--- src/sv/csl_pkg.sv ---
package csl_pkg;

  localparam logic [1:0] EV_CHAR = 2'd0;
  localparam logic [1:0] EV_END  = 2'd1;
  localparam logic [1:0] EV_ERR  = 2'd2;

  localparam logic [1:0] CLS_WORD = 2'd0;
  localparam logic [1:0] CLS_STR  = 2'd1;
  localparam logic [1:0] CLS_OP   = 2'd2;

  localparam logic [7:0] CH_DQUOTE  = 8'h22;
  localparam logic [7:0] CH_SQUOTE  = 8'h27;
  localparam logic [7:0] CH_BSLASH  = 8'h5C;
  localparam logic [7:0] CH_UNDER   = 8'h5F;
  localparam logic [7:0] CH_NEWLINE = 8'h0A;

  localparam int unsigned MaxRes = 3;

  typedef struct packed {
    logic [7:0] ch;
    logic       end_of_text;
  } in_t;

  typedef struct packed {
    logic [1:0]  event_res;
    logic [7:0]  tok_byte;
    logic [1:0]  tok_class;
    logic [15:0] line_no;
    logic [15:0] start_col;
    logic        last;
  } out_t;

  // all results caused by one input item
  typedef struct packed {
    logic [1:0]           cnt;
    out_t [MaxRes-1:0]    res;
  } bundle_t;

  function automatic out_t make_res(logic [1:0] ev, logic [7:0] b, logic [1:0] cls,
                                    logic [15:0] line, logic [15:0] col);
    out_t r;
    r.event_res = ev;
    r.tok_byte  = b;
    r.tok_class = cls;
    r.line_no   = line;
    r.start_col = col;
    r.last      = 1'b0;
    return r;
  endfunction

  function automatic logic is_space(logic [7:0] c);
    return (c == 8'd32) || (c >= 8'd9 && c <= 8'd13);
  endfunction

  function automatic logic is_word(logic [7:0] c);
    return (c >= 8'h30 && c <= 8'h39) || (c >= 8'h41 && c <= 8'h5A) ||
           (c >= 8'h61 && c <= 8'h7A) || (c == CH_UNDER);
  endfunction

endpackage

--- src/sv/csl_front.sv ---
module csl_front #(
  parameter int unsigned COUNTER_BITS = 16
) (
  input  logic             clk_i,
  input  logic             rst_ni,
  input  logic             in_valid_i,
  output logic             in_ready_o,
  input  csl_pkg::in_t     in_i,
  output logic             push_o,
  output csl_pkg::bundle_t push_data_o,
  input  logic             full_i
);

  localparam logic [1:0] MODE_IDLE = 2'd0;
  localparam logic [1:0] MODE_WORD = 2'd1;
  localparam logic [1:0] MODE_STR  = 2'd2;

  localparam logic [COUNTER_BITS-1:0] CntMax = '1;

  logic [1:0]              mode_q, mode_d;
  logic                    esc_q, esc_d;
  logic                    qsingle_q, qsingle_d;
  logic [COUNTER_BITS-1:0] line_q, line_d;
  logic [COUNTER_BITS-1:0] col_q, col_d;
  logic [COUNTER_BITS-1:0] tsc_q, tsc_d;

  logic              accept;
  logic [1:0]        n;
  csl_pkg::bundle_t  bundle;
  logic [7:0]        c;
  logic [7:0]        quote;
  logic              run_idle;
  logic [15:0]       line16;
  logic [COUNTER_BITS-1:0] col_inc;

  assign in_ready_o = !full_i;
  assign accept     = in_valid_i && in_ready_o;
  assign c          = in_i.ch;
  assign quote      = qsingle_q ? csl_pkg::CH_SQUOTE : csl_pkg::CH_DQUOTE;
  assign line16     = 16'(line_q);
  assign col_inc    = (col_q == CntMax) ? col_q : col_q + 1'b1;

  always_comb begin
    mode_d    = mode_q;
    esc_d     = esc_q;
    qsingle_d = qsingle_q;
    line_d    = line_q;
    col_d     = col_q;
    tsc_d     = tsc_q;
    n         = 2'd0;
    bundle    = '0;
    run_idle  = 1'b0;

    case (mode_q)
      MODE_STR: begin
        col_d = col_inc;
        if (esc_q) begin
          esc_d = 1'b0;
          bundle.res[n] = csl_pkg::make_res(csl_pkg::EV_CHAR, c, csl_pkg::CLS_STR,
                                            line16, 16'(tsc_q));
          n = n + 2'd1;
        end else if (c == csl_pkg::CH_BSLASH) begin
          esc_d = 1'b1;
        end else if (c == quote) begin
          bundle.res[n] = csl_pkg::make_res(csl_pkg::EV_END, 8'd0, csl_pkg::CLS_STR,
                                            line16, 16'(tsc_q));
          n = n + 2'd1;
          mode_d = MODE_IDLE;
        end else begin
          bundle.res[n] = csl_pkg::make_res(csl_pkg::EV_CHAR, c, csl_pkg::CLS_STR,
                                            line16, 16'(tsc_q));
          n = n + 2'd1;
        end
      end
      MODE_WORD: begin
        if (csl_pkg::is_word(c)) begin
          bundle.res[n] = csl_pkg::make_res(csl_pkg::EV_CHAR, c, csl_pkg::CLS_WORD,
                                            line16, 16'(tsc_q));
          n = n + 2'd1;
          col_d = col_inc;
        end else begin
          // close the word, then treat the byte as if idle
          bundle.res[n] = csl_pkg::make_res(csl_pkg::EV_END, 8'd0, csl_pkg::CLS_WORD,
                                            line16, 16'(tsc_q));
          n = n + 2'd1;
          mode_d   = MODE_IDLE;
          run_idle = 1'b1;
        end
      end
      default: begin
        mode_d   = MODE_IDLE;
        run_idle = 1'b1;
      end
    endcase

    if (run_idle) begin
      if (csl_pkg::is_space(c)) begin
        if (c == csl_pkg::CH_NEWLINE) begin
          line_d = (line_q == CntMax) ? line_q : line_q + 1'b1;
          col_d  = COUNTER_BITS'(1);
        end else begin
          col_d = col_inc;
        end
      end else if (c == csl_pkg::CH_DQUOTE || c == csl_pkg::CH_SQUOTE) begin
        tsc_d     = col_q;
        qsingle_d = (c == csl_pkg::CH_SQUOTE);
        esc_d     = 1'b0;
        mode_d    = MODE_STR;
        col_d     = col_inc;
      end else if (csl_pkg::is_word(c)) begin
        tsc_d  = col_q;
        mode_d = MODE_WORD;
        bundle.res[n] = csl_pkg::make_res(csl_pkg::EV_CHAR, c, csl_pkg::CLS_WORD,
                                          line16, 16'(col_q));
        n = n + 2'd1;
        col_d = col_inc;
      end else begin
        tsc_d = col_q;
        bundle.res[n] = csl_pkg::make_res(csl_pkg::EV_CHAR, c, csl_pkg::CLS_OP,
                                          line16, 16'(col_q));
        n = n + 2'd1;
        bundle.res[n] = csl_pkg::make_res(csl_pkg::EV_END, 8'd0, csl_pkg::CLS_OP,
                                          line16, 16'(col_q));
        n = n + 2'd1;
        col_d = col_inc;
      end
    end

    if (in_i.end_of_text) begin
      if (mode_d == MODE_WORD) begin
        bundle.res[n] = csl_pkg::make_res(csl_pkg::EV_END, 8'd0, csl_pkg::CLS_WORD,
                                          line16, 16'(tsc_d));
        n = n + 2'd1;
      end else if (mode_d == MODE_STR) begin
        bundle.res[n] = csl_pkg::make_res(csl_pkg::EV_ERR, 8'd0, csl_pkg::CLS_STR,
                                          line16, 16'(tsc_d));
        n = n + 2'd1;
      end
      // back to the reset state for the next text
      mode_d    = MODE_IDLE;
      esc_d     = 1'b0;
      qsingle_d = 1'b0;
      line_d    = COUNTER_BITS'(1);
      col_d     = '0;
      tsc_d     = '0;
    end

    if (n != 2'd0) begin
      bundle.res[n - 2'd1].last = 1'b1;
    end
    bundle.cnt = n;
  end

  assign push_o      = accept && (n != 2'd0);
  assign push_data_o = bundle;

  always_ff @(posedge clk_i or negedge rst_ni) begin
    if (!rst_ni) begin
      mode_q    <= MODE_IDLE;
      esc_q     <= 1'b0;
      qsingle_q <= 1'b0;
      line_q    <= COUNTER_BITS'(1);
      col_q     <= '0;
      tsc_q     <= '0;
    end else if (accept) begin
      mode_q    <= mode_d;
      esc_q     <= esc_d;
      qsingle_q <= qsingle_d;
      line_q    <= line_d;
      col_q     <= col_d;
      tsc_q     <= tsc_d;
    end
  end

endmodule

--- src/sv/csl_fifo.sv ---
module csl_fifo #(
  parameter int unsigned DEPTH = 4
) (
  input  logic             clk_i,
  input  logic             rst_ni,
  input  logic             push_i,
  input  csl_pkg::bundle_t push_data_i,
  output logic             full_o,
  input  logic             pop_i,
  output logic             valid_o,
  output csl_pkg::bundle_t pop_data_o
);

  localparam int unsigned AW = (DEPTH > 1) ? $clog2(DEPTH) : 1;
  localparam int unsigned CW = $clog2(DEPTH + 1);

  csl_pkg::bundle_t mem_q [DEPTH];
  logic [AW-1:0]    wr_q, rd_q;
  logic [CW-1:0]    cnt_q;

  assign full_o     = (cnt_q == CW'(DEPTH));
  assign valid_o    = (cnt_q != '0);
  assign pop_data_o = mem_q[rd_q];

  always_ff @(posedge clk_i) begin
    if (push_i) begin
      mem_q[wr_q] <= push_data_i;
    end
  end

  always_ff @(posedge clk_i or negedge rst_ni) begin
    if (!rst_ni) begin
      wr_q  <= '0;
      rd_q  <= '0;
      cnt_q <= '0;
    end else begin
      if (push_i) begin
        wr_q <= (wr_q == AW'(DEPTH - 1)) ? '0 : wr_q + 1'b1;
      end
      if (pop_i) begin
        rd_q <= (rd_q == AW'(DEPTH - 1)) ? '0 : rd_q + 1'b1;
      end
      if (push_i && !pop_i) begin
        cnt_q <= cnt_q + 1'b1;
      end else if (pop_i && !push_i) begin
        cnt_q <= cnt_q - 1'b1;
      end
    end
  end

endmodule

--- src/sv/csl_back.sv ---
module csl_back (
  input  logic             clk_i,
  input  logic             rst_ni,
  input  logic             q_valid_i,
  input  csl_pkg::bundle_t q_data_i,
  output logic             q_pop_o,
  output logic             out_valid_o,
  input  logic             out_ready_i,
  output csl_pkg::out_t    out_o
);

  csl_pkg::bundle_t cur_q;
  logic [1:0]       idx_q;
  logic             busy_q;
  logic             done;

  assign done        = out_ready_i && (idx_q == cur_q.cnt - 2'd1);
  assign q_pop_o     = q_valid_i && (!busy_q || done);
  assign out_valid_o = busy_q;
  assign out_o       = cur_q.res[idx_q];

  always_ff @(posedge clk_i) begin
    if (q_pop_o) begin
      cur_q <= q_data_i;
    end
  end

  always_ff @(posedge clk_i or negedge rst_ni) begin
    if (!rst_ni) begin
      busy_q <= 1'b0;
      idx_q  <= '0;
    end else if (q_pop_o) begin
      busy_q <= 1'b1;
      idx_q  <= '0;
    end else if (busy_q && done) begin
      busy_q <= 1'b0;
      idx_q  <= '0;
    end else if (busy_q && out_ready_i) begin
      // advance to the next result of the held bundle
      idx_q <= idx_q + 2'd1;
    end
  end

endmodule

--- src/sv/char_stream_lexer.sv ---
// Channel  Signals                        Payload
// ------   -----------------------------  ------------------------------------
// input    in_valid_i / in_ready_o        in_i  : text byte, end-of-text flag
// output   out_valid_o / out_ready_i      out_o : token event, class, line, col
//
// One text byte is taken per cycle while the result queue has room; the
// front updates lexer state in that same cycle and queues the item's
// results (one to three) as one entry, or nothing when there are none.
// The output side drains one result per cycle while out_ready_i is high,
// handing out a byte's results in order. Reset clears lexer state and
// empties the queue. Either side may stall; the queue absorbs up to
// QUEUE_DEPTH entries of slack.
module char_stream_lexer #(
  parameter int unsigned COUNTER_BITS = 16,
  parameter int unsigned QUEUE_DEPTH  = 4
) (
  input  logic          clk_i,
  input  logic          rst_ni,
  input  logic          in_valid_i,
  output logic          in_ready_o,
  input  csl_pkg::in_t  in_i,
  output logic          out_valid_o,
  input  logic          out_ready_i,
  output csl_pkg::out_t out_o
);

  logic             push;
  logic             full;
  logic             pop;
  logic             q_valid;
  csl_pkg::bundle_t push_data;
  csl_pkg::bundle_t pop_data;

  csl_front #(
    .COUNTER_BITS(COUNTER_BITS)
  ) u_front (
    .clk_i      (clk_i),
    .rst_ni     (rst_ni),
    .in_valid_i (in_valid_i),
    .in_ready_o (in_ready_o),
    .in_i       (in_i),
    .push_o     (push),
    .push_data_o(push_data),
    .full_i     (full)
  );

  csl_fifo #(
    .DEPTH(QUEUE_DEPTH)
  ) u_fifo (
    .clk_i      (clk_i),
    .rst_ni     (rst_ni),
    .push_i     (push),
    .push_data_i(push_data),
    .full_o     (full),
    .pop_i      (pop),
    .valid_o    (q_valid),
    .pop_data_o (pop_data)
  );

  csl_back u_back (
    .clk_i      (clk_i),
    .rst_ni     (rst_ni),
    .q_valid_i  (q_valid),
    .q_data_i   (pop_data),
    .q_pop_o    (pop),
    .out_valid_o(out_valid_o),
    .out_ready_i(out_ready_i),
    .out_o      (out_o)
  );

endmodule
--- config.mk ---
export PLATFORM = sky130hd
export DESIGN_NAME = char_stream_lexer
export DESIGN_NICKNAME = d
export VERILOG_FILES = /design/src/sv/csl_pkg.sv /design/src/sv/csl_front.sv /design/src/sv/csl_fifo.sv /design/src/sv/csl_back.sv /design/src/sv/char_stream_lexer.sv
export SDC_FILE = /design/constraint.sdc
export NUM_CORES = 1
export LEC_CHECK = 0
export ABC_AREA = 1
export ABC_CLOCK_PERIOD_IN_PS = 8700
export BUFFER_PORTS_ARGS = -buffer_cell sky130_fd_sc_hd__buf_2
export CORE_MARGIN = 5
export CORE_UTILIZATION = 50
export CTS_CLUSTER_DIAMETER = 60
export CTS_CLUSTER_SIZE = 16
export DETAILED_ROUTE_END_ITERATION = 8
export GPL_ROUTABILITY_DRIVEN = 0
export PLACE_DENSITY = 0.7
export SLEW_MARGIN = 20
export SYNTH_ARGS = -nofsm -noshare
export SYNTH_HDL_FRONTEND = slang
export SYNTH_SLANG_ARGS = --single-unit
--- constraint.sdc ---
create_clock -name clk_i -period 8.7 [get_ports clk_i]
set_input_delay 1.74 -clock clk_i [delete_from_list [all_inputs] [get_ports clk_i]]
set_output_delay 1.74 -clock clk_i [all_outputs]
set_load 0.05 [all_outputs]
# Word level (Yosys, flattened, before mapping)
# Memory sizes are Yosys's and may differ from the RTL's. A register that Yosys moved wholly into a read port is not among the register bits.
# Cells that the tools add are included.
op_classes:
  n_addsub: 12
  n_lt_le_gt_ge: 17
  eq_ne: 20
  n_mux: 89
  n_reduce_logical: 39
ops:
  columns: ["operator", "count"]
  rows:
  - ["two-way mux 135 bit", 8]
  - ["bitwise mux 135 bit", 6]
  - ["demux 45 bit (select 2 bit)", 4]
  - ["two-way mux 45 bit", 6]
  - ["two-way mux 16 bit", 14]
  - ["binary-select mux 45 bit (select 2 bit)", 1]
  - ["case mux 45 bit (2 select lines)", 1]
  - ["two-way mux 44 bit", 2]
  - ["two-way mux 2 bit", 22]
  - ["adder 16 x 1 -> 16 bit (second input constant)", 2]
  - ["equality test 16 bit (second input constant)", 2]
  - ["case mux 16 bit (2 select lines)", 1]
  - ["equality test 8 x 6 -> 1 bit (second input constant)", 3]
  - ["two-way mux 1 bit", 18]
  - ["equality test 8 x 7 -> 1 bit (second input constant)", 2]
  - ["greater-or-equal comparator 8 x 7 -> 1 bit (second input constant)", 2]
  - ["less-or-equal comparator 8 x 7 -> 1 bit (second input constant)", 2]
  - ["logical AND 1 bit", 16]
  - ["< comparator 2 x 3 -> 1 bit (second input constant)", 5]
  - ["nonzero test 2 bit", 7]
  - ["adder 2 x 1 -> 2 bit (second input constant)", 6]
  - ["two-way mux 3 bit", 3]
  - ["equality test 2 bit (second input constant)", 4]
  - ["equality test 8 x 4 -> 1 bit (second input constant)", 1]
  - ["other kinds (23)", 39]
word_totals:
  regBits: 62
  ram_bits: 548
  inputBits: 13
  mem_count: 1
mem_list:
  columns: ["name", "depth", "word_bits", "read_ports", "rd_ports_with_merged_regs", "wr", "line", "text"]
  rows:
  - ["u_fifo.mem_q", 4, 137, 1, 1, 1, "csl_fifo.sv:17", "csl_pkg::bundle_t mem_q [DEPTH];"]

# Depth between registers and ports, before layout
logic_depth:
  ltp_word: 22
  depth_mapped: 25

# Modules after synthesis
# From an unflattened synthesis, not the netlist that was laid out.
hier_totals:
  cells_unflattened: 2899
  area_unflattened_um2: 33138.0
modules_own_cells:
  columns: ["mod", "instances", "cells_per_inst", "area_per_inst_um2"]
  rows:
  - ["csl_fifo", 1, 1650, 22302.6]
  - ["csl_front", 1, 880, 5437.7]
  - ["csl_back", 1, 369, 5397.7]

# Worst setup path after synthesis
# OpenSTA, ideal clock, no wires.
synth_path:
  path_kind: "input to register"
  start: "input in_i[4] (netlist bit)"
  end: "memory u_fifo.mem_q[0][0] (netlist bit), enable pin"
  setup_ns: 0.615
  arrival_time_ns: 9.396
  required_ns: 8.085
  slack_ns: -1.311
  stages: 17
  n_path_buf: 2
  cell_sequence: "buf_4 -> nand2_1 -> inv_1 -> nand4_1 -> o21ai_1 -> inv_2 -> o21ai_2 -> clkbuf_1 -> ha_1 -> o21ai_2 -> inv_2 -> ha_1 -> nand3_1 -> nand2_1 -> nand2_1 -> nand2_2 -> nor2_1"
synth_between:
  elab_chain_len: 19
synth_lines:
  columns: ["element", "line", "text"]
  rows:
  - ["from (decl)", "char_stream_lexer.sv:21", "input csl_pkg::in_t in_i,"]
  - ["branches (longest 14 deep; another with adder 2 x 1 -> 2 bit)", null, null]
  - ["two-way mux 2 bit (*)", "csl_front.sv:129", "if (in_i.end_of_text) begin"]
  - ["nonzero test 2 bit (*)", "csl_front.sv:154", "assign push_o = accept && (n != 2'd0);"]
  - ["logical AND 1 bit (*)", "csl_front.sv:154", null]
  - ["two-way mux 1 bit (*)", "csl_fifo.sv:26", "if (push_i) begin"]
  - ["two-way mux 1 bit (not written as such) (*)", "csl_fifo.sv:27", "mem_q[wr_q] <= push_data_i;"]
  - ["to (decl)", "csl_fifo.sv:17", null]
# Every way passes the cells marked *.

# Worst setup path in the final report
layout_path:
  start: "input in_i[7] (netlist bit)"
  end: "register u_fifo.cnt_q[2]"
layout_between:
  elab_chain_len: 20
layout_lines:
  columns: ["element", "line", "text"]
  rows:
  - ["branches (longest 14 deep; another with adder 2 x 1 -> 2 bit)", null, null]
  - ["two-way mux 2 bit (*)", "csl_front.sv:129", null]
  - ["nonzero test 2 bit (*)", "csl_front.sv:154", null]
  - ["logical AND 1 bit (*)", "csl_front.sv:154", null]
  - ["via push", "char_stream_lexer.sv:27", "logic push;"]
  - ["zero test 1 bit", "csl_fifo.sv:45", "end else if (pop_i && !push_i) begin"]
  - ["logical AND 1 bit", "csl_fifo.sv:45", null]
  - ["nonzero test 2 bit (no line)", null, null]
  - ["to (signal assigned)", "csl_fifo.sv:44", "cnt_q <= cnt_q + 1'b1;"]
  - ["to (signal assigned)", "csl_fifo.sv:46", "cnt_q <= cnt_q - 1'b1;"]
  - ["to (decl)", "csl_fifo.sv:19", "logic [CW-1:0] cnt_q;"]
# Mark *: on every way through the listed nets, which the timed path passes.
# A chain may end at the register's enable or synchronous reset.

==> impl_metrics.ini <==
[routing]
route.detailed.drc = 0
drt_iter0_markers = 1841
totalWireLength_mm = 65.2
drt_first_pass_iters = 5
routed_via_density = 5.80
num_vias = 18300
wl_per_cell_um = 20.7
ant_nets = 0

[timing]
hold_viol = 0
fmax_mhz = 197
slew_headroom_pct = 22.8
timing.final.crit_share_pct = 58.5
finalCriticalPeriod_ns = 5.09
setup_viol = 0
tightestPinTransition_ns = 1.16
fin_worst_skew_ns = 0.0285
rsz0062_at_grt = no
report.final.slew_viol_count = 0

[power_and_ir_drop]
combPwrFrac_pct = 31.9
sw_frac_of_total_pct = 37.6
leakagePower_uw = 0.0110
p_seq_share_pct = 46.6
clkPwrFrac_pct = 21.5
p_per_area_nw_per_um2 = 345
p_int_uw = 6700
ir_drop_uv = 341
p_switching_uw = 4030

[cts]
cts_hold_buf = 0
cts_num_sinks = 697
clk_path_buf_depth = 3
clkSlewWorstSetupHoldPaths_ns = 0.07
root_buffer = clkbuf_16
post_cts_resized = 0
cts_setup_buffers = 0
insertion_delay_ns = 0.62
htree_levels = 2
cts_made_buffers = 51
cts_tree = done

[synthesis]
syn_nets = 2378
synthCells = 2347
ys_types = 50
yosysWarnings = 0
ys_seq_elements = 697
seq_area_frac_synth_pct = 72.5
syn_avg_cell_area_um2 = 12.1
syn_area_um2 = 28500

[placed_design]
dpl.cell_count = 3057
port_buffers = 59
dp_hpwl_mm = 36.0

[grt]
grt_busiest_layer = met2
overflow = 0
antenna_found_initial = 0
grt_use_met2_pct = 34.4
grt.met3_usage_pct = 3.38
grt_pass1_wl_mm = 102
grt_use_met1_pct = 28.4
grt_use_total_pct = 20.5
grt_max_degree = 132
grt_pass1_vias = 17700

[setup_path]
r2r_start = u_front.mode_q[0]
startpoint = in_i[7]
worstSetupEndpointType = flip-flop
cp-start-kind = primary input
regToRegSetupSlack_ns = 4.55
cp_max_fo = 28
crit_required_ns = 9.19
worstPathArrival_ns = 5.58
critical_path_class = primary input to flip-flop

[floorplan]
core_area_um2 = 56400
ios = 60
dieArea_um2 = 61800
initial_core_util_pct = 50.5
num_rows = 87
die_y_um = 249
die_w_um = 249

[cells_and_area]
fin_cells = 3146
num-fill-cells = 4594
multi_input_area_um2 = 6800
post-route-util_pct = 55.1
finalNetCount = 2385
drive_gt1_share_pct = 8.74
layout_common_cells = edfxtp_1, o21ai_0, nor2_1, nand2_1, o22ai_1
layout_commonest_cell = edfxtp_1
diodes = 0
synthToLayoutAreaGrowth_pct = 9.20
regArea_um2 = 20600

[worst_hold_path]
holdCritStartpoint = u_fifo.cnt_q[2]
hp-class = flip-flop to flip-flop

[flow_run]
maxCapViolations = 0

[outcome]
status = complete, no violations
==> per-layer routing <==
| metal | up-vias | share of wire, % | routed length [um] |
|---|---|---|---|
| li1 | 8480 | - | - |
| met1 | 9025 | 42 | 27100 |
| met2 | 660 | 49 | 32000 |
| met3 | 95 | 7.2 | 4670 |
| met4 | 0 | 2.1 | 1370 |
| met5 | - | 0 | 0 |
==> worst paths after layout <==
kind	end	depth (start not counted)
min reg2reg	u_fifo.cnt_q[2]	1
max reg2reg	u_fifo.cnt_q[2]	21
min	u_fifo.cnt_q[2]	1
max in group asynchronous	u_fifo.rd_q[1]	2
min in group asynchronous	u_front.tsc_q[8]	2
max	u_fifo.cnt_q[2]	23
==> per-stage QoR <==
step / power (uW) / TNS [ns] / cell area [um2] / hold WS, ns / setup slack, ns
floorplan: 7470 / -665.92 / 28500 / 0.469 / -1.31
global route: 11300 / 0 / 31100 / 0.552 / 3.36
detailed placement: 8510 / 0 / 29500 / 0.499 / 3.03
global placement: 8410 / 0 / 29500 / 0.490 / 3.22
finish: 10700 / 0 / 31100 / 0.508 / 3.61
CTS: 10800 / 0 / 31100 / 0.509 / 3.67
==> cells in the mapped netlist, drive strengths merged <==
cell type	count	area, um2
nor4	13	81.3
o21a	1	7.51
dfrtp	61	1530
xnor2	3	26.3
dfstp	1	26.3
edfxtp	635	19100
nand4	5	52.6
a31o	1	8.76
o21ai	339	1710
o31ai	1	7.51
nor3	40	210
o22ai	174	1090
a21oi	46	230
a22o	1	8.76
ha	17	213
buf	20	108
o211ai	1	7.51
nor2	327	1260
or2	2	12.5
a211oi	1	20.0
nand3	124	636
o32ai	3	26.3
and3	1	6.26
mux2	1	11.3
inv	150	566
nand2	252	996
xor2	9	78.8
fa	1	20.0
a31oi	2	12.5
nor3b	1	7.51
clkinv	1	3.75
clkbuf	113	425
==> power groups by stage <==
stage                     registers (uW)  logic (uW)  clock network (uW)
final                               4990        3430                2310
after global routing                5060        3740                2490
after CTS                           4990        3460                2350
after detailed placement            5060        3450                   0
after global placement              5040        3360                   0
after floorplan                     5040        2430                   0
==> worst max-delay path, stage by stage <==
cell	delay [ns]
buf_2	0.10
inv_1	0.10
nor3_1	0.15
nand4_1	0.11
o21ai_1	0.20
inv_2	0.08
o21ai_2	0.10
buf_4	0.36
ha_1	0.33
o21ai_2	0.24
inv_2	0.06
ha_1	0.27
nand3_1	0.08
nand2_1	0.10
nand2_1	0.13
nand2_2	0.19
inv_1	0.11
ha_1	0.15
inv_1	0.07
fa_1	0.41
a21oi_1	0.19
o21ai_0	0.15
xnor2_1	0.14
==> cell type report <==
class,instances,area share (%)
tap,756,3.04
clock inverter,5,0.254
timing repair buffer,87,1.79
clock buffer,84,4.81
inverter,151,1.85
multi-input combinational,1366,21.9
sequential,697,66.4
==> sequential cells by signal, summed over array words and instances (netlist names), 2 cells and up <==
name,count
u_back.cur_q,127
u_back.idx_q,2
u_fifo.cnt_q,3
u_fifo.mem_q,508
u_fifo.rd_q,2
u_fifo.wr_q,2
u_front.col_q,16
u_front.line16,16
u_front.mode_q,2
u_front.tsc_q,16
==> logic make-up (layout without fill, tap and decap cells) <==
kind of cell | after synthesis | count (layout) | synth area share, %
compound gates | 570 | 570 | 11.0
mux | 1 | 1 | 0.0396
simple gates | 765 | 765 | 11.5
xor+xnor | 12 | 12 | 0.369
flops | 697 | 697 | 72.5
fa+ha+maj | 18 | 18 | 0.818
buf+inv | 284 | 327 | 3.87
Power figures use the tool's default switching activity.
